$ cat config.mk
export PLATFORM = sky130hd
export DESIGN_NAME = mcfir_coef
export DESIGN_NICKNAME = d
export VERILOG_FILES = /design/src/hw/rtl/mcfir_coef.sv
export SDC_FILE = /design/constraint.sdc
export NUM_CORES = 1
export LEC_CHECK = 0
export BUFFER_PORTS_ARGS = -buffer_cell sky130_fd_sc_hd__buf_2
export CAP_MARGIN = 20
export CORE_MARGIN = 2
export CORE_UTILIZATION = 45
export CTS_CLUSTER_SIZE = 20
export DETAILED_ROUTE_END_ITERATION = 6
export MAX_ROUTING_LAYER = met4
export SYNTH_ARGS = -nofsm -noshare
export SYNTH_HDL_FRONTEND = slang
export SYNTH_SLANG_ARGS = --single-unit
$ cat constraint.sdc
create_clock -name clk_i -period 2.3 [get_ports clk_i]
set_input_delay 0.23 -clock clk_i [delete_from_list [all_inputs] [get_ports clk_i]]
set_output_delay 0.23 -clock clk_i [all_outputs]
set_load 0.01 [all_outputs]
$ cat src/hw/rtl/mcfir_coef.sv
module mcfir_coef #(
  parameter int unsigned MAX_TAPS   = 64,
  parameter int unsigned COEFF_BITS = 18
) (
  input  logic                         clk_i,
  input  logic                         rst_ni,
  input  logic                         wr_en_i,
  input  logic [$clog2(MAX_TAPS)-1:0]  wr_addr_i,
  input  logic signed [COEFF_BITS-1:0] wr_data_i,
  input  logic                         rd_en_i,
  input  logic [$clog2(MAX_TAPS)-1:0]  rd_addr_i,
  output logic signed [COEFF_BITS-1:0] rd_data_o
);

  logic signed [COEFF_BITS-1:0] mem_q [MAX_TAPS];
  logic [MAX_TAPS-1:0]          valid_q;
  logic signed [COEFF_BITS-1:0] rd_data_q;
  logic                         rd_ok_q;

  // Per-entry valid bits: an entry never written reads as zero.
  always_ff @(posedge clk_i or negedge rst_ni) begin
    if (!rst_ni) begin
      valid_q <= '0;
      rd_ok_q <= 1'b0;
    end else begin
      if (wr_en_i) begin
        valid_q[wr_addr_i] <= 1'b1;
      end
      if (rd_en_i) begin
        rd_ok_q <= valid_q[rd_addr_i];
      end
    end
  end

  // Coefficient memory with a registered read port.
  always_ff @(posedge clk_i) begin
    if (wr_en_i) begin
      mem_q[wr_addr_i] <= wr_data_i;
    end
    if (rd_en_i) begin
      rd_data_q <= mem_q[rd_addr_i];
    end
  end

  assign rd_data_o = rd_ok_q ? rd_data_q : '0;

endmodule

# Word-level counts from Yosys, hierarchy flattened
# Memories as Yosys holds them, arrays and structs flattened. A register that Yosys moved wholly into a read port is not among the register bits.
# Index checks and enable logic that the tools add are counted.
[classes]
mux = 7
magnitude_cmp = 3
reduce_logical = 1
n_bitwise = 1
[ops]
columns = ["op", "n"]
rows = [
  ["bitwise OR 64 bit", 1],
  ["2-to-1 mux 18 bit", 1],
  ["< comparator 6 x 7 -> 1 bit, second input constant", 2],
  ["binary-select mux 1 bit (select 6 bit)", 1],
  ["demux 1 bit (select 6 bit)", 1],
  ["greater-or-equal comparator 6 x 1 -> 1 bit, second input constant", 1],
  ["2-to-1 mux 1 bit", 4],
  ["logical AND 1 bit", 1],
]
[word_totals]
n_memories = 1
inputBits = 34
regBits = 65
output_inout_bits = 18
elab_cells = 15
ramBits = 1152
[mem_list]
columns = ["name", "depth", "width", "rd", "rd_ports_with_merged_regs", "wr", "line_no", "text"]
rows = [
  ["mem_q", 64, 18, 1, 1, 1, "15", "logic signed [COEFF_BITS-1:0] mem_q [MAX_TAPS];"],
]

# Depth between registers and ports, before layout
# Gate-level depths: netlist of run 1.
[logic_depth]
depth_word = 5
mapped_depth = 8
depth_no_buf = 5

# Worst setup path after synthesis of run 1
# OpenSTA, ideal clock, no wires.
[synth_timing]
path_kind = "input to register"
start = "in wr_addr_i[3]"
end = "mem mem_q[48][0] (enable)"
path_buffers = 1
arrival_ns = 2.180
setup_slack_ns = -0.297
setup_time_ns = 0.417
required_time_ns = 1.883
cell_stages = 4
cell_sequence = "clkbuf_1 -> nand4b_1 -> or2_2 -> nor3_1"
[synth_rtl]
columns = ["item", "line_no", "text"]
rows = [
  ["from (decl)", "8", "input logic [$clog2(MAX_TAPS)-1:0] wr_addr_i,"],
  ["to (decl)", "15", ""],
]
# No word-level cell before the write port.

==> results.cfg, run 1 <==
[run_status]
status = finished with violations
failed_checks = setup timing

[route]
routed_wl_um = 116000
dr_total_vias = 22300
drt_iter0_markers = 2700
dr.pass1.iters = 5
viasPerCell = 5.93
avgRoutedWirePerCell_um = 30.9
ant_nets = 0
post-route-drc-count = 0

[synth]
synth_ff_type = edfxtp_1
synth_compound_area_share_pct = 0.706
synth-xor-area-share_pct = 0
yosysWarnings = 0
synth_fp_nets = 2022
synth-seq-cells = 1235
synth-simple-area-share_pct = 2.28
yosysUniqueCellTypes = 31
synth_edf_count = 1170
async_reset_ff_share_pct = 5.26
syn_inst = 1988
synthMuxAreaShare_pct = 18.0
synth-adder-area-share_pct = 0
netlist_area_um2 = 47200
ys_seq_area_share_pct = 78.0
synth_top_family_by_area = multiplexers
avgSynthCellArea_um2 = 23.7

[power]
p_total_mw = 47.9
ir_drop_uv = 577
p_leak_nw = 18.0
power.density_nw_per_um2 = 864

[final_layout]
final_cell_mix = edfxtp_1, mux4_2, clkbuf_16
drive_gt1_share_pct = 39.6
fin_nets = 2314
fillers = 7801
utilization_pct = 53.5
stdcell_count = 3764
final_common_cell = edfxtp_1
synthToLayoutAreaGrowth_pct = 17.7

[placement]
dp_slack_ns = -1.13
place_inst = 3521
place.port_buffers = 51
gp_congestion = 0.828
dp_hpwl_um = 69300

[die]
dieArea_um2 = 107000
die_x_um = 328
rows = 118
initial_core_util_pct = 45.4
coreArea_um2 = 104000
chipHeight_um = 328
io_pins = 52

[sta]
final_max_slew_viol_count = 0
fin_ws_ns = -0.0507
whs_ns = 0.0400
period_share_pct = 102
setup_viol_count_final = 3
relSlewSlack_pct = 38.0
hold_viol_final = 0
tightestPinTransition_ns = 0.930
period_needed_ns = 2.35
rsz0062_at_grt = yes
fin_worst_skew_ns = 0.0227
achievable-frequency_ghz = 0.425

[grt]
antenna_found_initial = 8
overflow = 0
grt_max_degree = 65
grt_first_pass_wirelength_um = 166000
track_usage_pct = 22.9
grt_pass1_vias = 23200

[worst_setup_path]
path_buf_inv = 0
worstPathRequired_ns = 2.74
crit_family = multiplexers
crit_type = reg -> reg
worstSetupEndpointType = flop
critPathLaunchType = flop
crit_chain = mux4_2 > mux4_2 > a22oi_2 > nand2_1
worstPathMaxFanout = 1
critical-path-max-stage-delay_ns = 0.57
worst_path_most_repeated_cell = mux4_2
cp.arrival_ns = 2.79
slowest_stage = a22oi_2

[clocking]
ctsHtreeMaxLevel = 4
numCtsBuffers = 130
insertion_delay_ns = 0.72
clkTransAtPathRegs_ns = 0.06
post-cts-setup-buffers = 0
cts_tree = done
cts-root-buf = clkbuf_16
numClockSinks = 1235
cts_buffer_depth = 3

[job]
cap_violations = 0

[hold_path]
hp-class = in -> reg
[metal layers]
layer	up-vias	wire, µm	global-route usage, %
li1	9060	-	-
met1	12100	47500	31.0
met2	973	55400	34.6
met3	180	10400	5.53
met4	0	3140	7.05
met5	-	0	-
[what timing repair did]
| action | 4_1_cts | 5_1_grt |
|---|---|---|
| hold buffers | 7 | 0 |
| resized for setup | 8 | 3 |
| pin swaps | 2 | 3 |
| endpoints found under the hold margin | 119 | 0 |
| endpoints found under the setup margin | 11 | 5 |
[metrics by stage]
stage | setup TNS [ns] | instance area (µm²)
after global routing | -0.121 | 55500
after CTS | -0.0359 | 55400
after floorplan | 0 | 47200
final | -0.0710 | 55500
after detailed placement | -10.82 | 51300
after global placement | -10.76 | 51300
[path summary, 6_finish.rpt]
check | startpoint | slack (ns) | endpoint | cells past startpoint
min in group asynchronous | rst_ni | 0.12 | valid_q[59] | 2
min | wr_data_i[9] | 0.04 | mem_q[60][9] | 2
max reg2reg | mem_q[47][1] | -0.05 | rd_data_q[1] | 4
max in group asynchronous | rst_ni | 1.49 | rd_ok_q | 3
min reg2reg | valid_q[16] | 0.46 | valid_q[16] | 1
max | mem_q[47][1] | -0.05 | rd_data_q[1] | 4
[cells in the mapped netlist (2+ instances only)]
cell | count | area, µm²
mux4_2 | 369 | 8310
nor3_1 | 2 | 10.0
a22oi_1 | 24 | 180
or2_2 | 66 | 413
nand3b_1 | 2 | 15.0
mux2i_1 | 20 | 200
o22ai_1 | 16 | 100
inv_1 | 3 | 11.3
buf_1 | 12 | 45.0
edfxtp_1 | 1170 | 35100
nand2b_1 | 5 | 31.3
nor2_1 | 76 | 285
a31oi_1 | 2 | 12.5
nand3_1 | 10 | 50.1
buf_2 | 38 | 190
and2_1 | 19 | 119
a311oi_1 | 2 | 17.5
nand2_1 | 21 | 78.8
dfrtp_1 | 65 | 1630
nor2b_1 | 7 | 43.8
buf_6 | 4 | 45.0
clkbuf_1 | 46 | 173
[kinds of logic after synthesis]
group	after synthesis
compound gates	47
buf+inv	105
flops	1235
mux	389
simple gates	212
[worst register-to-register path: stages, from the launching register on]
cell and delay (ns):
edfxtp_1 0.36, mux4_2 0.47, mux4_2 0.54, a22oi_2 0.57, nand2_1 0.15
[registers in the layout, indices dropped and copies added (netlist names)]
register	cells
mem_q	1152
rd_ok_q	1
valid_q	64
rd_data_q	18
[cell type report]
cell class / instances / area (µm²) / share of cell area, %
inverters: 3 / 11.3 / 0.0203
multi-input cells: 648 / 10100 / 18.3
repair buffers: 262 / 2830 / 5.09
flip-flops and latches: 1235 / 36800 / 66.2
clock inverters: 64 / 552 / 0.994
clock buffers: 163 / 3450 / 6.22
well taps: 1380 / 1730 / 3.11
diodes: 9 / 22.5 / 0.0406
[power by group]
part | internal, mW | switching [mW] | total (mW) | leakage (nW)
clock network | 11.6 | 8.25 | 19.9 | 1.96
logic | 1.30 | 1.54 | 2.84 | 4.65
registers | 25.0 | 0.215 | 25.2 | 11.4
total | 37.9 | 10.0 | 47.9 | 18.0
Note: power is estimated with default switching activity, not from simulation.
==> run 2, diff against run 1 <==
- SETUP_SLACK_MARGIN: unset -> 0.05
==> run 2 against run 1 <==
  * The run now ends clean
  * Power grew 0.73%
  * Global-route usage is 0.055 points higher
  * Final cell count grew 0.37%
  * Fmax increased by 12%
  * Setup slack better by 0.25 ns
  * Clock power barely moved
  * Via count shrank 0.17%
  * Non-clock buffer count up 19
  * Register-to-register slack better by 0.27 ns
  * Clock skew increased by 0.0081 ns
  * Largest cell class unchanged
==> results.cfg, run 2 (synthesis gave the netlist of run 1 again) <==
[route]
avgRoutedWirePerCell_um = 31.1
viasPerCell = 5.90
routed_wl_um = 117000
dr_total_vias = 22300
post-route-drc-count = 0
dr.pass1.iters = 7
drt_iter0_markers = 2668
ant_nets = 0

[clocking]
ctsHtreeMaxLevel = 3
numCtsBuffers = 121
insertion_delay_ns = 0.70
cts_tree = done
cts-root-buf = clkbuf_16
post-cts-setup-buffers = 0
clkTransAtPathRegs_ns = 0.06
cts_buffer_depth = 3
numClockSinks = 1235

[power]
ir_drop_uv = 605
swShare_pct = 20.6
pwr-share-seq_pct = 52.2
power_frac_comb_pct = 6.2
p_leak_nw = 18.1
p_total_mw = 48.3
p_clk_share_pct = 41.7
p_sw_mw = 9.95
internal_power_mw = 38.3
power.density_nw_per_um2 = 868

[final_layout]
final_cell_mix = edfxtp_1, mux4_2, buf_4
largest_register_ffs = 1152
utilization_pct = 53.6
reg_top3 = mem_q (1152), valid_q (64), rd_data_q (18)
fillers = 7796
drive_gt1_share_pct = 39.9
synthToLayoutAreaGrowth_pct = 17.9
final_common_cell = edfxtp_1
largest_register = mem_q
fin_nets = 2324

[worst_setup_path]
path_buf_inv = 1
crit_chain = and2_1 > buf_2
critPathLaunchType = flop
startpoint = rd_ok_q
worstSetupEndpointType = output port
worstPathMaxFanout = 19
critical-path-max-stage-delay_ns = 0.63
worstPathRequired_ns = 2.07
cp.arrival_ns = 1.87
crit_type = reg -> out
worstReg2RegStart = mem_q[54][8]
crit_family = flip-flops
slowest_stage = dfrtp_2

[placement]
place.port_buffers = 51
dp_hpwl_um = 72300
gp_congestion = 0.848

[die]
io_pins = 52
die_x_um = 328
dieArea_um2 = 107000
rows = 118
coreArea_um2 = 104000
initial_core_util_pct = 45.4
chipHeight_um = 328

[grt]
grt_first_pass_wirelength_um = 169000
grt_pass1_vias = 23100
grt_max_degree = 65
antenna_found_initial = 5
overflow = 0
track_usage_pct = 22.9

[sta]
whs_ns = 0.0416
achievable-frequency_ghz = 0.476
relSlewSlack_pct = 34.3
period_needed_ns = 2.10
tightestPinTransition_ns = 0.985
hold_viol_final = 0
period_share_pct = 91.3
setup_viol_count_final = 0
rsz0062_at_grt = no
fin_worst_skew_ns = 0.0308
final_max_slew_viol_count = 0

[hold_path]
hp-class = in -> reg
hold_path.startpoint = wr_data_i[12]

[run_status]
status = completed

[job]
cap_violations = 0
[run 2: changes by cell type in the layout (fill, tap and decap cells not counted), moves of 4 or more]
cell / before / now
buf_4: 131 / 156
clkinv_1: 22 / 11
clkbuf_1: 29 / 39
clkbuf_16: 133 / 125
a22oi_1: 17 / 24
a22oi_2: 7 / 0
bufinv_16: 9 / 16
clkbuf_8: 1 / 8
clkinv_2: 23 / 18
clkinv_4: 1 / 5
inv_6: 6 / 2
[run 2: power by group through the flow]
stage                     clock [mW]  sequential, mW  combinational, mW
after floorplan                    0            25.6               1.53
after global placement             0            25.6               2.93
after detailed placement           0            25.6               2.98
after CTS                       20.4            25.2               3.00
after global routing            21.3            25.2               3.14
final                           20.1            25.2               2.97
[run 2: cell type report]
type                    instances  area, µm²  share of cell area [%]
inverters                       3       11.3                  0.0203
clock buffers                 172       3380                    6.09
multi-input cells             648      10100                    18.2
diodes                          6       15.0                  0.0270
clock inverters                53        681                    1.22
well taps                    1380       1730                    3.11
repair buffers                281       2900                    5.22
flip-flops and latches       1235      36800                    66.1
[run 2: path summary, 6_finish.rpt]
path	end	slack, ns	depth (start not counted)
worst max-delay path	rd_data_o[17]	0.20	2
worst min register to register	valid_q[45]	0.47	1
worst max register to register	rd_data_q[8]	0.22	4
min in group asynchronous	valid_q[41]	0.54	3
worst min-delay path	mem_q[14][12]	0.04	1
max in group asynchronous	valid_q[15]	0.80	4
[run 2: per-layer routing]
| metal | share of wire [%] | global-route usage, % |
|---|---|---|
| met1 | 43 | 33.0 |
| met2 | 47 | 34.8 |
| met3 | 7.9 | 3.82 |
| met4 | 1.9 | 5.37 |
| met5 | 0 | - |
[run 2: metrics by stage]
step	TNS, ns	std cells	area (µm²)	setup WS, ns
6_report	0	3778	55600	0.201
3_3_place_gp	-7.25	3541	51400	-0.748
3_5_place_dp	-7.21	3541	51400	-0.791
5_1_grt	0	3774	55600	0.118
4_1_cts	0	3772	55600	0.157
2_1_floorplan	0	1988	47200	0.0384
[run 2: timing repair]
item                       4_1_cts  5_1_grt
hold buffers                     6        0
setup endpoints to repair       13        0
hold endpoints to repair        93        0
resized for setup                5        0
