===== src/hw/rtl/mcfir_pkg.sv =====
package mcfir_pkg;

  // Item opcodes carried on the mode field.
  typedef enum logic [1:0] {
    MODE_SAMPLE = 2'd0,
    MODE_COEF   = 2'd1,
    MODE_CLEAR  = 2'd2
  } mode_e;

  // Configuration port layout and register indexes.
  localparam int unsigned CFG_INDEX_BITS = 4;
  localparam int unsigned CFG_DATA_BITS  = 8;
  localparam logic [CFG_INDEX_BITS-1:0] REG_TAPS_IN_USE   = 4'd0;
  localparam logic [CFG_INDEX_BITS-1:0] REG_CHANNEL_COUNT = 4'd1;

  // Field widths that the interface fixes.
  localparam int unsigned TAPS_BITS    = 7;
  localparam int unsigned CHCOUNT_BITS = 4;
  localparam int unsigned CHANNEL_BITS = 3;
  localparam int unsigned CIDX_BITS    = 6;

  // Control from the sequencer to the multiply-accumulate datapath.
  typedef struct packed {
    logic start;  // load the rounding constant into the accumulator
    logic issue;  // one tap is being read this cycle
    logic use_x;  // this tap takes the new sample instead of history
  } mac_ctrl_t;

endpackage


===== src/hw/rtl/mcfir_mac.sv =====
module mcfir_mac #(
  parameter int unsigned MAX_TAPS    = 64,
  parameter int unsigned SAMPLE_BITS = 16,
  parameter int unsigned COEFF_BITS  = 18
) (
  input  logic                          clk_i,
  input  logic                          rst_ni,
  input  mcfir_pkg::mac_ctrl_t          ctrl_i,
  input  logic signed [SAMPLE_BITS-1:0] x_i,
  input  logic signed [SAMPLE_BITS-1:0] hist_i,
  input  logic signed [COEFF_BITS-1:0]  coef_i,
  output logic signed [SAMPLE_BITS-1:0] sample_o,
  output logic                          sat_o
);

  localparam int unsigned PW = SAMPLE_BITS + COEFF_BITS;
  localparam int unsigned AW = PW + $clog2(MAX_TAPS);
  localparam int unsigned YW = AW - COEFF_BITS + 1;
  localparam logic signed [AW-1:0] ROUND = AW'(1) << (COEFF_BITS - 2);
  localparam logic signed [SAMPLE_BITS-1:0] SMAX = {1'b0, {(SAMPLE_BITS-1){1'b1}}};
  localparam logic signed [SAMPLE_BITS-1:0] SMIN = {1'b1, {(SAMPLE_BITS-1){1'b0}}};

  logic                          v1_q;
  logic                          v2_q;
  logic                          use_x1_q;
  logic signed [SAMPLE_BITS-1:0] op_a;
  logic signed [PW-1:0]          prod_d;
  logic signed [PW-1:0]          prod_q;
  logic signed [AW-1:0]          acc_q;
  logic signed [YW-1:0]          y;
  logic [YW-SAMPLE_BITS:0]       y_top;
  logic                          ovf;

  // Step valids follow the memory read and the multiply register.
  always_ff @(posedge clk_i or negedge rst_ni) begin
    if (!rst_ni) begin
      v1_q     <= 1'b0;
      v2_q     <= 1'b0;
      use_x1_q <= 1'b0;
    end else begin
      v1_q     <= ctrl_i.issue;
      v2_q     <= v1_q;
      use_x1_q <= ctrl_i.use_x;
    end
  end

  // Shared multiplier: the newest sample on the first tap, history after.
  always_comb begin
    op_a   = use_x1_q ? x_i : hist_i;
    prod_d = PW'(op_a) * PW'(coef_i);
  end

  // Accumulator starts at the rounding constant so the final shift rounds.
  always_ff @(posedge clk_i) begin
    if (v1_q) begin
      prod_q <= prod_d;
    end
    if (ctrl_i.start) begin
      acc_q <= ROUND;
    end else if (v2_q) begin
      acc_q <= acc_q + AW'(prod_q);
    end
  end

  // Floor shift to the sample format, then saturate.
  always_comb begin
    y     = acc_q[AW-1:COEFF_BITS-1];
    y_top = y[YW-1:SAMPLE_BITS-1];
    ovf   = !((&y_top) || (~|y_top));
    sat_o = ovf;
    if (ovf) begin
      sample_o = y[YW-1] ? SMIN : SMAX;
    end else begin
      sample_o = y[SAMPLE_BITS-1:0];
    end
  end

endmodule


===== config.mk =====
export PLATFORM = sky130hd
export DESIGN_NAME = mcfir_mac
export DESIGN_NICKNAME = d
export VERILOG_FILES = /design/src/hw/rtl/mcfir_pkg.sv /design/src/hw/rtl/mcfir_mac.sv
export SDC_FILE = /design/constraint.sdc
export NUM_CORES = 1
export LEC_CHECK = 0
export BUFFER_PORTS_ARGS = -buffer_cell sky130_fd_sc_hd__buf_2
export CAP_MARGIN = 20
export CORE_ASPECT_RATIO = 0.75
export CORE_MARGIN = 2
export CORE_UTILIZATION = 30
export DETAILED_ROUTE_END_ITERATION = 16
export PLACE_DENSITY_LB_ADDON = 0.2
export SYNTH_ARGS = -nofsm -noshare
export SYNTH_HDL_FRONTEND = slang
export SYNTH_SLANG_ARGS = --single-unit
export TNS_END_PERCENT = 20

===== constraint.sdc =====
create_clock -name clk_i -period 10 [get_ports clk_i]
set_clock_uncertainty 0.15 [all_clocks]
set_input_delay 1 -clock clk_i [delete_from_list [all_inputs] [get_ports clk_i]]
set_output_delay 1 -clock clk_i [all_outputs]
set_load 0.02 [all_outputs]

# [After elaboration in Yosys (flattened, before gate mapping)]
# Cells that the tools add are included.
[op_classes] addsub=1 multipliers=1 mux=3 n_reduce_logical=5
[ops] op="two-way mux 16 bit" n=3
[ops] op="adder 40 x 34 -> 40 bit" n=1
[ops] op="multiplier 16 x 18 -> 34 bit" n=1
[ops] op="AND reduction 8 bit" n=1
[ops] op="OR reduction 8 bit" n=1
[ops] op="logical NOT 1 bit" n=2
[ops] op="logical OR 1 bit" n=1
[word_totals] register_bits=77 input_bits=55 out_inout_bits=17 elab_cells=15

# [Logic depth before layout (Yosys ltp)]
# Gate-level depths: netlist of the first run.
[logic_depth] ltp_word=4 ltp_mapped=26 mapped_depth_nobuf=24

# [Least setup slack after synthesis of the first run]
# OpenSTA, ideal clock, no wires.
[synth_timing] kind="input to register" startpoint="input port x_i[5]" endpoint="register prod_q[30], data pin" setup_time_ns=0.135 arrival_time_ns=6.817 t_required_ns=9.715 setup_slack_ns=2.898 stages=23 n_path_buf=1 path_cell_list="mux2_2 clkbuf_1 and2_1 fa_1 inv_1 fa_1 fa_1 fa_1 inv_1 fa_1 inv_1 fa_1 inv_1 ha_1 a21o_1 a21oi_1 nor2_1 a21oi_1 o31ai_1 a221o_1 a31o_1 or4b_1 nand3_1"
[synth_via] elab_chain_cells=2
[synth_rtl] element="start, declared" line_no="mcfir_mac.sv:9" rtl="input logic signed [SAMPLE_BITS-1:0] x_i,"
[synth_rtl] element="two-way mux 16 bit" line_no="mcfir_mac.sv:49" rtl="op_a = use_x1_q ? x_i : hist_i;"
[synth_rtl] element="multiplier 16 x 18 -> 34 bit" line_no="mcfir_mac.sv:50" rtl="prod_d = PW'(op_a) * PW'(coef_i);"
[synth_rtl] element="net prod_d[30]" line_no="mcfir_mac.sv:27" rtl="logic signed [PW-1:0] prod_d;"
[synth_rtl] element="end signal, assigned" line_no="mcfir_mac.sv:56" rtl="prod_q <= prod_d;"
[synth_rtl] element="end, declared" line_no="mcfir_mac.sv:28" rtl="logic signed [PW-1:0] prod_q;"
# The timed path passes the listed nets, and every way through them passes these cells.
# A chain may end at the register's enable or synchronous reset.

# [Final worst setup path of the first run]
[layout_timing] startpoint="register use_x1_q" endpoint="register prod_q[30], data pin"
[layout_via] elab_chain_cells=2
[layout_rtl] element="start, declared" line_no="mcfir_mac.sv:25" rtl="logic use_x1_q;"
[layout_rtl] element="start signal, assigned" line_no="mcfir_mac.sv:43" rtl="use_x1_q <= ctrl_i.use_x;"
[layout_rtl] element="two-way mux 16 bit" line_no="mcfir_mac.sv:49"
[layout_rtl] element="multiplier 16 x 18 -> 34 bit" line_no="mcfir_mac.sv:50"
[layout_rtl] element="net prod_d[30]" line_no="mcfir_mac.sv:27"
# The timed path passes the listed nets, and every way through them passes these cells.

==> results of run 1 <==
==> flip-flops by register name, indices dropped and copies added (netlist names) <==
register  count
prod_q       34
v2_q          1
use_x1_q      1
acc_q        40
v1_q          1
==> area by class of cell <==
| type | count | area (um2) |
|---|---|---|
| clock buffers | 11 | 233 |
| clock inverters | 5 | 27.5 |
| fillers | 5375 | 34500 |
| inverters | 338 | 1270 |
| multi-input cells | 1238 | 12200 |
| flip-flops and latches | 77 | 1900 |
| well taps | 703 | 880 |
| repair buffers | 77 | 400 |
==> stage by stage <==
| step | util, % | hold WS [ps] | std cells | cell area (um2) | setup slack (ps) |
|---|---|---|---|---|---|
| after floorplan | - | 295 | 1707 | 15600 | 2900 |
| after global placement | 32.4 | 305 | 2433 | 16700 | 2490 |
| after detailed placement | 32.4 | 312 | 2433 | 16700 | 2430 |
| after CTS | 32.9 | 294 | 2449 | 16900 | 2560 |
| after global routing | 32.9 | 289 | 2449 | 16900 | 2170 |
| final | 32.9 | 304 | 2449 | 16900 | 2580 |
==> final timing paths <==
check	slack, ps	start	to
worst max-delay path	2580	use_x1_q	prod_q[30]
worst min-delay path	300	rst_ni	use_x1_q
worst max register to register	2580	use_x1_q	prod_q[30]
worst min register to register	320	acc_q[12]	acc_q[12]
max in group asynchronous	9280	rst_ni	v1_q
min in group clk_i	320	acc_q[12]	acc_q[12]
==> routing by layer <==
metal | GRT usage, % | part of all wire (%) | vias to the layer above
met5 | 0 | 0 | -
met4 | 1.71 | 0.61 | 0
met3 | 1.47 | 4.0 | 17
met2 | 24.6 | 46 | 216
met1 | 22.6 | 50 | 5776
li1 | - | - | 5417
==> synth_stat cells (11+ instances only) <==
| cell | count |
|---|---|
| a211oi_1 | 11 |
| a21o_1 | 40 |
| a21oi_1 | 62 |
| a22o_1 | 11 |
| and2_1 | 115 |
| clkbuf_1 | 51 |
| dfxtp_1 | 40 |
| edfxtp_1 | 34 |
| fa_1 | 291 |
| ha_1 | 125 |
| inv_1 | 338 |
| mux2_2 | 14 |
| mux2i_1 | 18 |
| nand2_1 | 177 |
| nand3_1 | 13 |
| nor2_1 | 94 |
| nor2b_1 | 28 |
| nor3_1 | 19 |
| o21ai_0 | 33 |
| o21ai_1 | 12 |
| o21bai_1 | 11 |
| xnor2_1 | 43 |
| xor2_1 | 24 |
==> worst reg2reg max path, delay by kind of cell (launching register included) <==
family | cells | cell delay [ps]
mux | 1 | 580
buf+inv | 4 | 190
simple gates | 4 | 930
fa+ha+maj | 7 | 3300
compound gates | 6 | 1320
flops | 1 | 800
==> logic make-up (layout without fill, tap and decap cells) <==
| kind of cell | Yosys count | after routing | share of synthesized area [%] |
|---|---|---|---|
| buf+inv | 392 | 431 | 9.43 |
| simple gates | 488 | 488 | 15.1 |
| compound gates | 234 | 234 | 9.88 |
| fa+ha+maj | 416 | 416 | 47.4 |
| mux | 33 | 33 | 2.24 |
| flops | 77 | 77 | 12.2 |
| xor+xnor | 67 | 67 | 3.76 |
==> out/metrics.yaml, run 1 <==
max-slew-margin-rel_pct: 32.2
grt_pass1_vias: 12400
timing.critical_path.cells: "mux2_2 -> and2_1 -> fa_1 -> inv_1 -> fa_1 -> fa_1 -> fa_1 -> inv_1 -> fa_1 -> inv_1 -> fa_1 -> inv_1 -> ha_1 -> a21o_1 -> a21oi_1 -> nor2_1 -> a21oi_1 -> o31ai_1 -> a221o_1 -> a31o_1 -> or4b_1 -> nand3_1"
cts.reportedPaths.clkPinSlew_ps: 60
grt_setup_unrepaired: "false"
avgRoutedWirePerCell_um: 15.6
die-height_um: 201
synth.largest_area_cell: "fa_1"
post_route_cells_drive_above_1_share_pct: 6.93
synthesis.area_per_instance_um2: 9.14
crit_family: "adder cells"
cts-buffers-inserted: 9
route.detailed.vias_per_inst: 4.67
worstMarginPinSlew_ps: 1010
chipWidth_um: 267
synthToLayoutAreaGrowth_pct: 8.62
cp_slowest_cell: "dfrtp_1"
post_synth_inst_count: 1707
number_of_antenna_violations_at_the_first_check_in_global_routing: 1
outcome: "complete, no violations"
synthesis_warning_total: 0
critical_path_cell_count: 22
critPathMaxStageDelay_ps: 800
ys_seq_area_share_pct: 12.2
clkLatencyLatePin_ps: 350
io_buffers: 71
globalRouteTotalUtil_pct: 15.2
finalCritPeriodShare_pct: 74.2
async_reset_ff_share_pct: 3.90
synth_nets: 2178
post-cts-setup-buffer-count: 0
cts_max_path_buffers: 2
peak_clock_frequency_supported_by_timing_mhz: 135
critical_path.n_buffers_inverters: 4
post_cts_hold_buffer_count: 0
worst_path_most_repeated_cell: "fa_1"
first_iter_violations: 568
cts-htree-levels: 3
path_class: "reg2reg"
synth_edf_count: 34
drtPass1Iterations: 5
crit_fanout: 18
timing.final.hold_violations: 0
post_route_ant_nets: 0
drc_violations_left: 0
cts_tree: "built"
setup_viol: 0
yosys_register_bits: 77
totalNegativeSetupSlack_ps: 0
worst_setup_path_start_kind: "flop"
timing.final.crit_period_ps: 7420
io-pin-count: 72
post_cts.resized_instances: 0
post-synth-top-area-fraction_pct: 37.3
place_congestion: 0.844
grt_first_pass_wirelength_um: 65500
clock_tree.root_cell: "clkbuf_16"
worst-endpoint-required_ps: 10060
global_route.overflow_total: 0
post_synth_main_area_contributors: "fa_1 (37%), ha_1 (10%), inv_1 (8.1%)"
final_max_slew_viol_count: 0
finish.net_count: 2212
synth-main-ff-cell: "dfxtp_1"
initial_utilization_pct: 30.3
layout.cells.most_common: "inv_1"
hold_crit_class: "in2async"
grt_max_degree: 36
hpwl_um: 31700
netlist-cell-type-count: 65
post_synth_instance_area_um2: 15600
route.vias.total: 11400
fp.dieArea_um2: 53900
finalWirelength_um: 38200
commonest_non_fill_non_tap_cells_in_the_layout: "inv_1 (338), fa_1 (291), nand2_1 (177), ha_1 (125), and2_1 (115)"
tritoncts_num_sinks: 77
worst_ep_arrival_time_ps: 7480
reg2reg_depth: 22
floorplan.rows: 72
core_area_um2: 51400
number_of_violations_of_the_max_capacitance_limit: 0
insertedDiodeCount: 0
timing.critical_path.to_type: "flop"
Power of run 1 is not shown: default switching activity piles up to over one toggle a cycle in this logic, so the estimate is an artifact.
==> run 2: changes to the inputs <==
==> constraint.sdc (replaced) <==
create_clock -name clk_i -period 7.7 [get_ports clk_i]
set_clock_uncertainty 0.15 [all_clocks]
set_input_delay 0.77 -clock clk_i [delete_from_list [all_inputs] [get_ports clk_i]]
set_output_delay 0.77 -clock clk_i [all_outputs]
set_load 0.02 [all_outputs]
==> run 2 against run 1 <==
  * Clock-buffer cell count shrank 1
  * Critical path depth decreased by 3
  * Via count up 0.53%
  * Die area is the same
  * First-iteration DRC count is 4.4% higher
  * Final area grew 1.0%
  * Core utilization up 0.33 points
  * Sequential share of layout area down 0.11 points
  * Critical endpoint unchanged
  * Largest cell class unchanged
==> out/metrics.yaml, run 2 (synthesized netlist as in run 1, its figures left out) <==
outcome: "complete, no violations"
worst-endpoint-required_ps: 7780  # -2280 ps
route.detailed.vias_per_inst: 4.67  # about the same
clkLatencyLatePin_ps: 360  # about the same
commonest_non_fill_non_tap_cells_in_the_layout: "inv_1 (338), fa_1 (291), nand2_1 (177), ha_1 (125), and2_1 (115)"
cts-buffers-inserted: 9  # unchanged
synthToLayoutAreaGrowth_pct: 9.71
clock_tree.root_cell: "clkbuf_16"
number_of_antenna_violations_at_the_first_check_in_global_routing: 0  # -1
fp.dieArea_um2: 53900  # unchanged
finalWirelength_um: 38700  # +1.3%
critical_path.n_buffers_inverters: 2  # -2
die-height_um: 201  # unchanged
final_max_slew_viol_count: 0  # unchanged
crit_family: "adder cells"
timing.critical_path.cells: "buf_4 -> mux2_2 -> nand2_1 -> fa_1 -> inv_1 -> fa_1 -> fa_1 -> fa_1 -> fa_1 -> fa_1 -> ha_1 -> a21o_1 -> a21oi_1 -> o21bai_1 -> a21oi_1 -> o31ai_1 -> a31o_1 -> or4b_1 -> nand3_1"
number_of_violations_of_the_max_capacitance_limit: 0  # unchanged
drc_violations_left: 0  # unchanged
ff_to_ff_end: "prod_q[30]"
timing.critical_path.to_type: "flop"
peak_clock_frequency_supported_by_timing_mhz: 139  # +3.4%
grt_first_pass_wirelength_um: 65400  # -0.11%
chipWidth_um: 267  # unchanged
post_route_ant_nets: 0  # unchanged
post_cts_hold_buffer_count: 0  # unchanged
largest_register_ff_count: 40  # unchanged
cp_slowest_cell: "fa_1"
grt_pass1_vias: 12300  # -0.66%
cts-htree-levels: 3  # unchanged
critPathMaxStageDelay_ps: 830  # +30 ps
place_congestion: 0.850  # +0.68%
io_buffers: 71  # unchanged
worst_ep_arrival_time_ps: 7250  # -230 ps
global_route.peak_usage_layer: "met2"
crit_fanout: 18  # unchanged
grt_max_degree: 36  # unchanged
totalNegativeSetupSlack_ps: 0  # unchanged
cts_tree: "built"
cts.reportedPaths.clkPinSlew_ps: 60  # about the same
worst_setup_path_start_kind: "flop"
drtPass1Iterations: 5  # unchanged
post_route_cells_drive_above_1_share_pct: 7.68  # +0.75 points
top_regs: "acc_q: 40 flops, prod_q: 34 flops"
first_iter_violations: 593  # +4.4%
cts_max_path_buffers: 2  # unchanged
timing.final.hold_violations: 0  # unchanged
fillers: 5407  # +0.60%
registers.top_by_ff_count: "acc_q"
hpwl_um: 32800  # +3.6%
worstSetupStartpoint: "use_x1_q"
finalCritPeriodShare_pct: 93.2  # +19 points
setup.reg_to_reg.worst_slack_ps: 530  # -2050 ps
core_area_um2: 51400  # unchanged
post-cts-setup-buffer-count: 0  # unchanged
tritoncts_num_sinks: 77  # unchanged
insertedDiodeCount: 0  # unchanged
finish.net_count: 2224  # +0.54%
timing.rr.start: "use_x1_q"
layout.cells.most_common: "inv_1"
final.hold.worst_slack_ps: 50.3  # -254 ps
post_cts.resized_instances: 0  # unchanged
globalRouteTotalUtil_pct: 15.3  # +0.12 points
use_met2_pct: 24.6  # about the same
avgRoutedWirePerCell_um: 15.7  # +0.76%
path_class: "reg2reg"
hold_crit_class: "in2async"
worst_path_most_repeated_cell: "fa_1"
worstMarginPinSlew_ps: 974  # -39.6 ps
met1_usage_pct: 22.2  # -0.33 points
reg2reg_depth: 19  # -14%
setup_viol: 0  # unchanged
initial_utilization_pct: 30.3  # unchanged
grt.met3_usage_pct: 2.40  # +0.93 points
io-pin-count: 72  # unchanged
floorplan.rows: 72  # unchanged
route.vias.total: 11500  # +0.53%
global_route.overflow_total: 0  # unchanged
max-slew-margin-rel_pct: 34.8  # +2.7 points
grt_setup_unrepaired: "false"
timing.final.crit_period_ps: 7170  # -246 ps
## run 2: cell types whose count changed in the layout (fill, tap and decap cells not counted)
cell / previous run / this run
bufinv_16: 0 / 3
clkinvlp_4: 2 / 1
inv_6: 0 / 1
clkinv_2: 1 / 0
clkbuf_1: 2 / 1
buf_4: 6 / 18
clkinv_1: 2 / 1
## run 2: layer usage
layer | part of all wire [%] | vias to the layer above
met1 | 49 | 5824
met2 | 46 | 216
met3 | 4.5 | 18
met5 | 0 | -
met4 | 0.59 | 0
li1 | - | 5428
## run 2: worst register-to-register path: cells and delay by family, from the launching register on
family / cells / cell delay [ps]
adder cells (fa/ha/maj): 7 / 3810
AO/OA/AOI/OAI: 6 / 1000
flip-flops: 1 / 380
buffers and inverters: 2 / 350
multiplexers: 1 / 530
AND/OR/NAND/NOR: 3 / 820
## run 2: worst max-delay path by stage
stage	to	cells past startpoint
global placement	prod_q[30]	23
floorplan	prod_q[30]	24
global route	prod_q[30]	19
detailed placement	prod_q[30]	23
CTS	prod_q[30]	19
finish	prod_q[30]	19
## run 2: final cells by class
cell class / count / area (um2) / area share (%)
clock buffers: 10 / 229 / 1.34
clock inverters: 6 / 110 / 0.643
inverters: 338 / 1270 / 7.41
multi-input cells: 1238 / 12200 / 71.5
flip-flops and latches: 77 / 1900 / 11.1
well taps: 703 / 880 / 5.14
repair buffers: 89 / 490 / 2.87
## run 2: per-stage QoR
step | setup WS, ps | cells | utilization, % | instance area, um2
final | 527 | 2461 | 33.3 | 17100
after global routing | 109 | 2461 | 33.3 | 17100
after CTS | 505 | 2461 | 33.3 | 17100
after detailed placement | 399 | 2445 | 32.6 | 16800
after global placement | 441 | 2445 | 32.6 | 16800
after floorplan | 602 | 1707 | - | 15600
Power of run 2 is left out for the same reason.
==> run 3: changes to the inputs <==
--- a/config.mk
+++ b/config.mk
@@ -9,7 +9,7 @@
 export CAP_MARGIN = 20
 export CORE_ASPECT_RATIO = 0.75
 export CORE_MARGIN = 2
-export CORE_UTILIZATION = 30
+export CORE_UTILIZATION = 57
 export DETAILED_ROUTE_END_ITERATION = 16
 export PLACE_DENSITY_LB_ADDON = 0.2
 export SYNTH_ARGS = -nofsm -noshare
==> run 3 against run 2 <==
  * Critical path depth up 4
  * Sequential cell count unchanged
  * Non-clock buffer count down 6
  * Cell count is 15% lower
  * Clock-buffer cell count shrank 1
  * Hold slack gained 28 ps
  * Core utilization grew 28 points
  * Critical path type unchanged
  * Critical endpoint unchanged
  * Largest cell class unchanged
==> out/metrics.yaml, run 3 (synthesized netlist as in run 1, its figures left out) <==
final_area_um2: 16600  # -3.1%
placedInstanceArea_um2: 16300  # -2.9%
cts_max_path_buffers: 2  # unchanged
avgRoutedWirePerCell_um: 16.1  # +2.6%
largest_register_ff_count: 40  # unchanged
worst_setup_path_start_kind: "flop"
final_max_slew_viol_count: 0  # unchanged
finalWirelength_um: 34000  # -12%
cts_tree: "built"
timing.critical_path.to_type: "flop"
die-height_um: 147  # -27%
timing.final.hold_violations: 0  # unchanged
synthToLayoutAreaGrowth_pct: 6.31
first_iter_violations: 528  # -11%
cts-buffers-inserted: 9  # unchanged
worst_ep_arrival_time_ps: 7400  # +150 ps
core_area_um2: 26900  # -48%
tritoncts_num_sinks: 77  # unchanged
peak_clock_frequency_supported_by_timing_mhz: 136  # -2.2%
fp.dieArea_um2: 28700  # -47%
max-slew-margin-rel_pct: 35.3  # +0.48 points
cts.reportedPaths.clkPinSlew_ps: 60  # about the same
cts-htree-levels: 3  # unchanged
crit_fanout: 18  # unchanged
chipWidth_um: 195  # -27%
io_buffers: 71  # unchanged
io-pin-count: 72  # unchanged
drc_violations_left: 0  # unchanged
top_regs: "acc_q: 40 flops, prod_q: 34 flops"
drtPass1Iterations: 5  # unchanged
clock_tree.root_cell: "clkbuf_16"
global_route.overflow_total: 0  # unchanged
fillers: 2385  # -56%
post-cts-setup-buffer-count: 0  # unchanged
post_route_cells_drive_above_1_share_pct: 7.42  # -0.26 points
grt_pass1_vias: 12100  # -1.6%
route.detailed.vias_per_inst: 5.46  # +17%
final.hold.worst_slack_ps: 77.9  # +27.6 ps
globalRouteTotalUtil_pct: 25.7  # +10 points
timing.final.crit_period_ps: 7340  # +164 ps
grt_first_pass_wirelength_um: 59100  # -9.7%
number_of_antenna_violations_at_the_first_check_in_global_routing: 0  # unchanged
commonest_non_fill_non_tap_cells_in_the_layout: "inv_1 (338), fa_1 (291), nand2_1 (177), ha_1 (125), and2_1 (115)"
outcome: "complete, no violations"
hpwl_um: 28600  # -13%
post_cts_hold_buffer_count: 0  # unchanged
post_route_ant_nets: 0  # unchanged
totalNegativeSetupSlack_ps: 0  # unchanged
path_class: "reg2reg"
place_congestion: 0.879  # +3.4%
grt_max_degree: 36  # unchanged
layout.cells.most_common: "inv_1"
floorplan.rows: 52  # -28%
finish.net_count: 2218  # -0.27%
insertedDiodeCount: 0  # unchanged
stdcell_count: 2103  # -15%
setup_viol: 0  # unchanged
clkLatencyLatePin_ps: 340  # -20 ps
number_of_violations_of_the_max_capacitance_limit: 0  # unchanged
grt_setup_unrepaired: "false"
placed_cells_incl_taps: 2087  # -15%
post_cts.resized_instances: 0  # unchanged
finalCritPeriodShare_pct: 95.3  # +2.1 points
hold_crit_class: "in2async"
registers.top_by_ff_count: "acc_q"
worstMarginPinSlew_ps: 967  # -7.12 ps
route.vias.total: 11500  # -0.017%
worst-endpoint-required_ps: 7760  # -20 ps
initial_utilization_pct: 57.9  # +28 points
## run 3: cell types whose count changed in the layout (fill, tap and decap cells not counted), sizes merged
cell and change:
inv +1, clkinv +2, bufinv -2, buf -6, clkbuf -1
## run 3: through the flow
stage / utilization [%] / setup slack (ps)
floorplan: - / 602
global placement: 60.5 / 482
detailed placement: 60.5 / 377
CTS: 61.6 / 377
global route: 61.6 / 49.8
finish: 61.6 / 363
## run 3: final timing paths
kind / start / to / slack, ps / cells past startpoint
max: use_x1_q / prod_q[30] / 360 / 23
min reg2reg: acc_q[12] / acc_q[12] / 340 / 2
min: rst_ni / v1_q / 80 / 1
min in group clk_i: acc_q[12] / acc_q[12] / 340 / 2
max in group asynchronous: rst_ni / v2_q / 7200 / 1
max reg2reg: use_x1_q / prod_q[30] / 360 / 23
## run 3: per-layer routing
metal	vias to the layer above	GRT usage, %	part of all wire (%)
li1	5424	-	-
met1	5751	34.6	44
met2	262	44.1	48
met3	47	3.54	5.0
met4	0	6.37	2.1
met5	-	0	0
## run 3: worst max-delay path, cell delays in order (launching register included)
cell	delay, ps
dfrtp_1	590
buf_4	250
mux2_2	480
and2_1	230
fa_1	470
inv_1	50
fa_1	460
fa_1	500
fa_1	550
inv_1	50
fa_1	480
inv_1	50
fa_1	470
inv_1	40
ha_1	340
a21o_1	200
a21oi_1	210
nor2_1	70
a21oi_1	140
o31ai_1	130
a221o_1	410
a31o_1	280
or4b_1	510
nand3_1	90
## run 3: layout make-up
class                           instances  area [um2]  share of cell area, %
Multi-Input combinational cell       1238       12200                   73.8
Sequential cell                        77        1900                   11.4
Inverter                              338        1270                   7.65
Timing Repair Buffer                   83         445                   2.69
Tap cell                              351         439                   2.65
Clock buffer                            9         225                   1.36
Clock inverter                          7        73.8                  0.445
Power of run 3 is left out for the same reason.
